`config.mk`:
```
export PLATFORM = sky130hd
export DESIGN_NAME = streaming_aabb_and_bounding_sphere_top
export DESIGN_NICKNAME = d
export VERILOG_FILES = /design/src/design/sabs_pkg.sv /design/src/design/streaming_aabb_and_bounding_sphere_top.sv
export SDC_FILE = /design/constraint.sdc
export NUM_CORES = 2
export LEC_CHECK = 0
export BUFFER_PORTS_ARGS = -buffer_cell sky130_fd_sc_hd__buf_4
export CAP_MARGIN = 20
export CELL_PAD_IN_SITES_DETAIL_PLACEMENT = 0
export CELL_PAD_IN_SITES_GLOBAL_PLACEMENT = 1
export CORE_ASPECT_RATIO = 0.5
export CORE_MARGIN = 5
export CORE_UTILIZATION = 54
export CTS_CLUSTER_DIAMETER = 150
export DETAILED_ROUTE_END_ITERATION = 16
export GPL_ROUTABILITY_DRIVEN = 1
export PLACE_DENSITY = 0.88
export SLEW_MARGIN = 20
export SYNTH_ARGS = -nofsm -noshare
export SYNTH_HDL_FRONTEND = slang
export SYNTH_SLANG_ARGS = --single-unit
```
`constraint.sdc`:
```
create_clock -name aclk -period 72.8 [get_ports aclk]
set_input_delay 14.56 -clock aclk [delete_from_list [all_inputs] [get_ports aclk]]
set_output_delay 14.56 -clock aclk [all_outputs]
set_load 0.03 [all_outputs]
```
`src/design/sabs_pkg.sv`:
```
// Shared types for the streaming box and bounding sphere block.
// No dependencies.
`timescale 1ns / 1ps

package sabs_pkg;

    // Sequencer states, one-hot.
    typedef enum logic [10:0] {
        ST_IDLE  = 11'b000_0000_0001,
        ST_SQ    = 11'b000_0000_0010,
        ST_SUM_A = 11'b000_0000_0100,
        ST_SUM_B = 11'b000_0000_1000,
        ST_CMP   = 11'b000_0001_0000,
        ST_SQRT  = 11'b000_0010_0000,
        ST_PREP  = 11'b000_0100_0000,
        ST_MUL   = 11'b000_1000_0000,
        ST_DIV   = 11'b001_0000_0000,
        ST_UPD   = 11'b010_0000_0000,
        ST_DONE  = 11'b100_0000_0000
    } state_t;

    localparam int unsigned NUM_AXES  = 3;
    localparam int unsigned NUM_LANES = 4;   // three axes plus the radius square

endpackage

```
`src/design/streaming_aabb_and_bounding_sphere_top.sv`:
```
// Streaming axis-aligned box and incremental bounding sphere, top level.
// Depends on sabs_pkg (state type, lane counts).
`timescale 1ns / 1ps

// Channel | Dir | Beat contents (lowest bits first)
// s_      | in  | tdata: pos_x, pos_y, pos_z; tuser: first_vertex
// m_      | out | tdata: min_x..z, max_x..z, center_x..z, radius
//
// Work per beat: a first vertex goes straight to the final state; a vertex
// inside the sphere runs the squares, the two sums and the compare; a vertex
// that grows the sphere also runs the square root, prep, multiply, divide and
// update steps. The work is done by the bit-serial shift-add multiplier lanes
// for squares and delta*(d-r), one-bit-a-cycle square root, restoring divider.
// Reset clears the sequencer, output valid and all bounds to zero.
// A new beat is taken whenever the sequencer is idle, even while the last
// result still waits in the output register; a stalled m_ side holds the
// sequencer in its final state until the register frees.
module streaming_aabb_and_bounding_sphere_top #(
    parameter int COORD_WIDTH = 32
) (
    input  logic aclk,
    input  logic aresetn,
    input  logic s_tvalid,
    output logic s_tready,
    // pos_x, pos_y, pos_z, zero pad
    input  logic [((3*COORD_WIDTH+7)/8)*8-1:0] s_tdata,
    // first_vertex
    input  logic [0:0] s_tuser,
    output logic m_tvalid,
    input  logic m_tready,
    // min_x, min_y, min_z, max_x, max_y, max_z, center_x, center_y, center_z,
    // radius, zero pad
    output logic [((10*COORD_WIDTH-1+7)/8)*8-1:0] m_tdata
);

    localparam int W   = COORD_WIDTH;
    localparam int CW  = $clog2(W + 1);
    localparam int MDW = ((10*W-1+7)/8)*8;
    localparam int NA  = sabs_pkg::NUM_AXES;
    localparam int NL  = sabs_pkg::NUM_LANES;
    localparam logic [CW-1:0] LAST = CW'(W);
    localparam logic [W-2:0] RMAX = '1;

    sabs_pkg::state_t state_reg, state_next;

    // running bounds
    logic signed [W-1:0] min_reg [NA];
    logic signed [W-1:0] max_reg [NA];
    logic signed [W-1:0] ctr_reg [NA];
    logic [W-2:0]        rad_reg;

    // delta magnitude and sign per axis
    logic [W:0] mag_reg [NA];
    logic       neg_reg [NA];

    // serial lanes: multiplicand, high part (also divider remainder), low part
    logic [W:0]   a_reg  [NL];
    logic [W+1:0] hi_reg [NL];
    logic [W:0]   lo_reg [NL];

    logic [2*W+1:0] dist_reg;    // sum of squares, then square-root shifter
    logic [W:0]     root_reg;
    logic [W+2:0]   srem_reg;
    logic [W+1:0]   den_reg;
    logic [CW-1:0]  cnt_reg;

    logic           m_valid_reg;
    logic [MDW-1:0] m_data_reg;

    logic accept;
    logic out_free;
    logic cnt_done;

    // square-root step
    logic [W+4:0] sq_t;
    logic [W+4:0] sq_trial;
    logic         sq_ge;

    // growth prep
    logic [W:0] d_w;
    logic [W:0] r_ext;
    logic [W:0] dr_w;
    logic [W:0] nr_sum;
    logic [W:0] nr_w;

    assign accept   = s_tvalid && s_tready;
    assign s_tready = (state_reg == sabs_pkg::ST_IDLE);
    assign out_free = !m_valid_reg || m_tready;
    assign cnt_done = (cnt_reg == LAST);
    assign m_tvalid = m_valid_reg;
    assign m_tdata  = m_data_reg;

    assign sq_t     = {srem_reg, dist_reg[2*W+1 -: 2]};
    assign sq_trial = {2'b00, root_reg, 2'b01};
    assign sq_ge    = (sq_t >= sq_trial);

    assign d_w    = root_reg;
    assign r_ext  = {2'b00, rad_reg};
    assign dr_w   = d_w - r_ext;
    assign nr_sum = (d_w >> 1) + (r_ext >> 1) + (W+1)'(d_w[0] & r_ext[0]);
    assign nr_w   = nr_sum;

    always_comb begin
        state_next = state_reg;
        case (state_reg)
            sabs_pkg::ST_IDLE: begin
                if (accept) begin
                    state_next = s_tuser[0] ? sabs_pkg::ST_DONE : sabs_pkg::ST_SQ;
                end
            end
            sabs_pkg::ST_SQ:    if (cnt_done) state_next = sabs_pkg::ST_SUM_A;
            sabs_pkg::ST_SUM_A: state_next = sabs_pkg::ST_SUM_B;
            sabs_pkg::ST_SUM_B: state_next = sabs_pkg::ST_CMP;
            sabs_pkg::ST_CMP: begin
                if (dist_reg > {hi_reg[NL-1][W:0], lo_reg[NL-1]}) begin
                    state_next = sabs_pkg::ST_SQRT;
                end else begin
                    state_next = sabs_pkg::ST_DONE;
                end
            end
            sabs_pkg::ST_SQRT:  if (cnt_done) state_next = sabs_pkg::ST_PREP;
            sabs_pkg::ST_PREP:  state_next = sabs_pkg::ST_MUL;
            sabs_pkg::ST_MUL:   if (cnt_done) state_next = sabs_pkg::ST_DIV;
            sabs_pkg::ST_DIV:   if (cnt_done) state_next = sabs_pkg::ST_UPD;
            sabs_pkg::ST_UPD:   state_next = sabs_pkg::ST_DONE;
            sabs_pkg::ST_DONE:  if (out_free) state_next = sabs_pkg::ST_IDLE;
            default:            state_next = sabs_pkg::ST_IDLE;
        endcase
    end

    always_ff @(posedge aclk) begin
        if (!aresetn) begin
            state_reg   <= sabs_pkg::ST_IDLE;
            m_valid_reg <= 1'b0;
            cnt_reg     <= '0;
            rad_reg     <= '0;
            for (int k = 0; k < NA; k++) begin
                min_reg[k] <= '0;
                max_reg[k] <= '0;
                ctr_reg[k] <= '0;
            end
        end else begin
            state_reg <= state_next;
            // output register: load on the final state, clear once taken
            if (state_reg == sabs_pkg::ST_DONE && out_free) begin
                m_valid_reg <= 1'b1;
            end else if (m_tready) begin
                m_valid_reg <= 1'b0;
            end

            case (state_reg)
                sabs_pkg::ST_IDLE: begin
                    cnt_reg <= '0;
                    if (accept) begin
                        for (int k = 0; k < NA; k++) begin
                            logic signed [W-1:0] p;
                            logic signed [W:0]   dl;
                            p  = $signed(s_tdata[k*W +: W]);
                            dl = (W+1)'(p) - (W+1)'(ctr_reg[k]);
                            if (s_tuser[0]) begin
                                min_reg[k] <= p;
                                max_reg[k] <= p;
                                ctr_reg[k] <= p;
                            end else begin
                                if (p < min_reg[k]) min_reg[k] <= p;
                                if (p > max_reg[k]) max_reg[k] <= p;
                            end
                            neg_reg[k] <= dl[W];
                            mag_reg[k] <= dl[W] ? (W+1)'(-dl) : (W+1)'(dl);
                            a_reg[k]   <= dl[W] ? (W+1)'(-dl) : (W+1)'(dl);
                            lo_reg[k]  <= dl[W] ? (W+1)'(-dl) : (W+1)'(dl);
                            hi_reg[k]  <= '0;
                        end
                        a_reg[NL-1]  <= {2'b00, rad_reg};
                        lo_reg[NL-1] <= {2'b00, rad_reg};
                        hi_reg[NL-1] <= '0;
                        if (s_tuser[0]) rad_reg <= '0;
                    end
                end
                sabs_pkg::ST_SQ, sabs_pkg::ST_MUL: begin
                    // shift-add: one multiplier bit per cycle
                    for (int k = 0; k < NL; k++) begin
                        logic [W+2:0] sum;
                        sum = (W+3)'(hi_reg[k]) + (lo_reg[k][0] ? (W+3)'(a_reg[k]) : '0);
                        hi_reg[k] <= sum[W+2:1];
                        lo_reg[k] <= {sum[0], lo_reg[k][W:1]};
                    end
                    cnt_reg <= cnt_done ? '0 : cnt_reg + 1'b1;
                end
                sabs_pkg::ST_SUM_A: begin
                    dist_reg <= {hi_reg[0][W:0], lo_reg[0]} + {hi_reg[1][W:0], lo_reg[1]};
                end
                sabs_pkg::ST_SUM_B: begin
                    dist_reg <= dist_reg + {hi_reg[2][W:0], lo_reg[2]};
                end
                sabs_pkg::ST_CMP: begin
                    root_reg <= '0;
                    srem_reg <= '0;
                    cnt_reg  <= '0;
                end
                sabs_pkg::ST_SQRT: begin
                    // restoring square root, one root bit per cycle
                    root_reg <= {root_reg[W-1:0], sq_ge};
                    srem_reg <= sq_ge ? (W+3)'(sq_t - sq_trial) : sq_t[W+2:0];
                    dist_reg <= {dist_reg[2*W-1:0], 2'b00};
                    cnt_reg  <= cnt_done ? '0 : cnt_reg + 1'b1;
                end
                sabs_pkg::ST_PREP: begin
                    den_reg <= {d_w, 1'b0};
                    rad_reg <= (nr_w > (W+1)'(RMAX)) ? RMAX : nr_w[W-2:0];
                    for (int k = 0; k < NA; k++) begin
                        a_reg[k]  <= mag_reg[k];
                        hi_reg[k] <= '0;
                        lo_reg[k] <= dr_w;
                    end
                end
                sabs_pkg::ST_DIV: begin
                    // restoring division by 2d; quotient shifts into lo
                    for (int k = 0; k < NA; k++) begin
                        logic [W+2:0] t;
                        logic         ge;
                        t  = {hi_reg[k], lo_reg[k][W]};
                        ge = (t >= (W+3)'(den_reg));
                        hi_reg[k] <= ge ? (W+2)'(t - (W+3)'(den_reg)) : t[W+1:0];
                        lo_reg[k] <= {lo_reg[k][W-1:0], ge};
                    end
                    cnt_reg <= cnt_done ? '0 : cnt_reg + 1'b1;
                end
                sabs_pkg::ST_UPD: begin
                    for (int k = 0; k < NA; k++) begin
                        logic [W:0] nc;
                        nc = neg_reg[k] ? (W+1)'(ctr_reg[k]) - lo_reg[k]
                                        : (W+1)'(ctr_reg[k]) + lo_reg[k];
                        ctr_reg[k] <= $signed(nc[W-1:0]);
                    end
                end
                sabs_pkg::ST_DONE: begin
                    if (out_free) begin
                        m_data_reg  <= MDW'({rad_reg,
                                             ctr_reg[2], ctr_reg[1], ctr_reg[0],
                                             max_reg[2], max_reg[1], max_reg[0],
                                             min_reg[2], min_reg[1], min_reg[0]});
                    end
                end
                default: ;
            endcase
        end
    end

endmodule
```
## Yosys cells after proc, flatten, opt, wreduce, memory -nomap -nowiden

Memory sizes are Yosys's and may differ from the RTL's.
Index checks and enable logic that the tools add are counted.
Widths: inputs -> output; s select.

| operators by class | value |
|---|---|
| add/subtract/negate cells | 26 |
| magnitude comparators | 12 |
| equality and inequality tests | 19 |
| multiplexer cells | 133 |
| bitwise logic cells | 42 |
| reductions and logical operators | 18 |

Operators by type and width:

| operator | number |
|---|---|
| $mux 32 | 21 |
| $mux 33 | 20 |
| $mux 34 | 13 |
| $pmux 66 s3 | 1 |
| $add 34x33->35 | 4 |
| $add 66x66->66 | 2 |
| $pmux 11 s11 | 1 |
| $ge 35x34->1 | 3 |
| $sub 34x34->34 | 3 |
| $neg 33->33 | 3 |
| $sub 32x32->33 | 3 |
| $add 32x32->32 | 3 |
| $gt 32x32->1 | 3 |
| $lt 32x32->1 | 3 |
| $sub 32x32->32 | 3 |
| $mux 31 | 3 |
| $mux 11 | 8 |
| $pmux 35 s2 | 1 |
| $gt 66x66->1 | 1 |
| $pmux 33 s2 | 1 |
| $pmux 31 s2 | 1 |
| $mux 1 | 60 |
| $or 1x1->1 | 41 |
| $ge 37x35->1 | 1 |
| 34 further kinds | 47 |

| storage, ports and cells | value |
|---|---|
| flip-flop bits (word level) | 535 |
| memory bits (writable) | 790 |
| bits of input ports | 101 |
| output and inout port bits | 322 |
| word-level logic and storage cells | 267 |
| memories | 8 |

Memories:

| name | depth | bits a word | read ports | clocked after Yosys merged registers in | wr ports | RTL line | RTL |
|---|---|---|---|---|---|---|---|
| hi_reg | 4 | 34 | 4 | 0 | 4 | streaming_aabb_and_bounding_sphere_top.sv:58 | `logic [W+1:0] hi_reg [NL];` |
| a_reg | 4 | 33 | 4 | 0 | 4 | streaming_aabb_and_bounding_sphere_top.sv:57 | `logic [W:0] a_reg [NL];` |
| lo_reg | 4 | 33 | 4 | 0 | 4 | streaming_aabb_and_bounding_sphere_top.sv:59 | `logic [W:0] lo_reg [NL];` |
| mag_reg | 3 | 33 | 3 | 0 | 3 | streaming_aabb_and_bounding_sphere_top.sv:53 | `logic [W:0] mag_reg [NA];` |
| ctr_reg | 3 | 32 | 3 | 0 | 3 | streaming_aabb_and_bounding_sphere_top.sv:49 | `logic signed [W-1:0] ctr_reg [NA];` |
| max_reg | 3 | 32 | 3 | 0 | 3 | streaming_aabb_and_bounding_sphere_top.sv:48 | `logic signed [W-1:0] max_reg [NA];` |
| 2 more memories | -- | -- | -- | -- | -- | -- |  |

## Logic depth before layout (Yosys ltp)

| depth | value |
|---|---|
| depth after elaboration | 9 |
| gate-level depth with buffers | 23 |
| mapped depth without buffers | 21 |

## Worst setup path after synthesis

No wires, ideal clock.

| timing | value |
|---|---|
| path kind | in2reg |
| start | input port aresetn |
| end | register m_data_reg[0] (netlist: m_tdata[0]) (read register of min_reg) (enable) |
| setup time | 1.455 ns |
| arrival time | 38.222 ns |
| required time | 71.345 ns |
| path slack | 33.123 ns |
| stages | 4 |
| path buffers | 2 |
| cells stage by stage | clkbuf_1 > clkbuf_1 > inv_1 > nor3b_1 |

| on the way | value |
|---|---|
| cells in the longest elaborated chain, start to end | 1 |

Ends and longest elaborated chain:

| what | RTL line | RTL |
|---|---|---|
| start: declaration | streaming_aabb_and_bounding_sphere_top.sv:22 | `input logic aresetn,` |
| $reduce_and 3->1 (no line) | -- |  |
| end: declaration | streaming_aabb_and_bounding_sphere_top.sv:68 | `logic [MDW-1:0] m_data_reg;` |

No other way between the ends.
A chain may end at the register's enable or synchronous reset.

==> results.yml <==
timing:
  final_max_slew_viol_count: 0
  rsz0062_at_grt: "false"
  hold_viol: 0
  hold-worst-slack_ns: 0.4384
  timing.final.crit_share_pct: 25.55
  fin_crit_ns: 18.60
  setup_viol_count_final: 0
  fmax_mhz: 53.76
  max_slew_margin_pct: 23.55
  fin_skew_ns: 0.08009
  setup_tns_ns: 0
  tightest_slew_ns: 1.147
synthesis:
  syn-instance-count: 9862
  async_reset_ff_share_pct: 0
  synth_area_mm2: 0.09471
  synth_nets: 10890
  synth-seq-cells: 1323
  synthFlopType: "edfxtp_1"
  seq_area_frac_synth_pct: 41.07
  yosysUniqueCellTypes: 98
  syn_area_per_cell_um2: 9.604
  ys_warn_count: 0
  synth_edf_count: 1240
placement:
  numPortBuffers: 421
  dpl.hpwl_um: 271000
  finalWeightedCongestion: 1.014
cts:
  cts_tree: "built"
  post-cts-setup-buffer-count: 0
  ctsHoldBuffers: 0
  cts.sinks: 1323
  cts_resized: 0
  clk_pin_slew_worst_paths_ns: 0.08
  clockRootBuffer: "clkbuf_16"
  clock_latency_ns: 0.84
  cts_buffers: 138
  clk_path_buf_depth: 4
  htree_levels: 4
worst_setup_path:
  cpLargestDelayFamily: "compound AO/OA/AOI/OAI gates"
  worst-path-buf-inv: 3
  cp_slowest_cell: "nor4b_2"
  path_cells: "buf_4 -> inv_1 -> ha_1 -> inv_1 -> fa_1 -> a211oi_1 -> nor4_2 -> o211ai_1 -> nand4_1 -> a2111oi_0 -> nor2_1 -> xnor2_1 -> nor4b_2 -> a41oi_1 -> xnor2_1 -> a22o_1 -> o31a_1"
  arrival_ns: 19.19
  worstPathMaxFanout: 7
  critPathKind: "input pin to flip-flop"
  cp-start-kind: "input pin"
  cp-end-kind: "flip-flop"
  slowest_delay_ns: 0.66
  crit_required_ns: 73.39
die:
  core_area_mm2: 0.1739
  num_rows: 108
  boundaryPins: 423
  dieArea_mm2: 0.1844
  fp.dieH_um: 306.1
  start_util_pct: 54.46
  die_w_um: 602.3
drt:
  drtIter0Drc: 10170
  drc: 0
  via_per_inst: 6.427
  dr_total_vias: 80950
  final_antenna_net_count: 0
  dr.pass1.iters: 8
  wl_um: 346600
  routedWlPerCell_um: 27.52
global_routing:
  grt_pass1_wl_um: 500400
  grt_max_degree: 102
  overflow: 0
  antenna_found_initial: 29
  groute.usage.overall_pct: 36.12
  grt_pass1_vias: 74180
finish:
  largest_reg_flops: 319
  drive_gt1_share_pct: 8.506
  synthToLayoutAreaGrowth_pct: 10.75
  num-nets-final: 11200
run_status:
  status: "completed"
pwr:
  p_per_area_mw_per_mm2: 28.93
  power.leakage_nw: 44.10
  irDropWorstVdd_mv: 0.02427
job:
  cap_viol_max_count: 0
min_path:
  hold_path_class: "flip-flop to flip-flop"
[through the flow]
| step | cell area, µm² | std cells | power, mW | setup WS (ns) | util [%] |
|---|---|---|---|---|---|
| global route | 104900 | 12590 | 3.178 | 53.99 | 60.30 |
| detailed placement | 100400 | 12350 | 2.271 | 53.42 | 57.73 |
| CTS | 104800 | 12580 | 3.003 | 54.31 | 60.28 |
| floorplan | 94710 | 9862 | 1.911 | 33.12 | - |
| global placement | 100400 | 12350 | 2.257 | 53.38 | 57.73 |
| finish | 104900 | 12600 | 3.035 | 54.20 | 60.31 |
[routing by layer]
layer / part of all wire (%) / up-vias / track usage [%]
met5: 0.023 / - / 0.1517
met4: 3.8 / 12 / 12.14
met3: 13 / 570 / 10.29
met2: 40 / 4308 / 50.49
met1: 43 / 39190 / 53.47
li1: - / 36880 / -
[cell families (layout without fill, tap and decap cells)]
kind of cell,after synthesis,in the layout,share of synthesized area (%)
AND/OR/NAND/NOR,2829,2829,14.61
buffers and inverters,1070,1483,4.258
XOR/XNOR,719,719,6.657
other,1,12,0.003959
multiplexers,113,113,1.237
adder cells (fa/ha/maj),925,925,12.36
AO/OA/AOI/OAI,2882,2882,19.80
flip-flops,1323,1323,41.07
[synthesized netlist by cell type, types with 122 or more instances]
cell type,count,area [µm²]
clkbuf_1,298,1119
and2_1,181,1132
inv_1,728,2733
xnor2_1,472,4134
nand2_1,736,2763
edfxtp_1,1240,37240
a21oi_1,749,3749
xor2_1,246,2155
a21o_1,488,3664
o21ai_0,555,2778
nor2_1,774,2905
nor3_1,168,840.8
nor2b_1,248,1551
a31oi_1,124,775.7
nand3_1,157,785.8
ha_1,907,11350
nand4_1,122,763.2
[cells in the final DEF, fill, tap and decap left out, drive strengths merged, types with 107 or more instances in the layout]
cell / instances
edfxtp: 1240
ha: 907
nor2: 774
a21oi: 751
inv: 737
nand2: 736
o21ai: 559
buf: 514
a21o: 488
xnor2: 473
nor2b: 248
xor2: 246
and2: 182
nor3: 170
clkbuf: 167
nand3: 157
a31oi: 124
nand4: 122
nand2b: 107
[area by class of cell]
class	count	area, µm²
antenna	11	27.53
clock buffer	167	3719
clock inverter	72	713.2
fill	14950	69020
inverter	730	2748
multi-input combinational	7469	52020
sequential	1323	38900
tap	2310	2890
timing repair buffer	514	3879
[power breakdown]
group | internal, mW | switching [mW] | leakage (nW) | total [mW]
registers | 0.990 | 0.107 | 12.5 | 1.10
logic | 0.454 | 0.749 | 29.4 | 1.20
clock network | 0.408 | 0.327 | 2.15 | 0.735
total | 1.85 | 1.18 | 44.1 | 3.03
[worst paths after layout]
kind | start | cells past startpoint | end | slack, ns
setup / recovery | s_tdata[64] | 17 | lo_reg[2][29] | 54.20
hold / removal | max_reg[0][6] | 0 | m_tdata[102] | 0.44
setup reg to reg | rad_reg[6] | 14 | lo_reg[1][32] | 66.81
hold reg to reg | max_reg[0][6] | 0 | m_tdata[102] | 0.44
(Power assumes the default switching activity.)
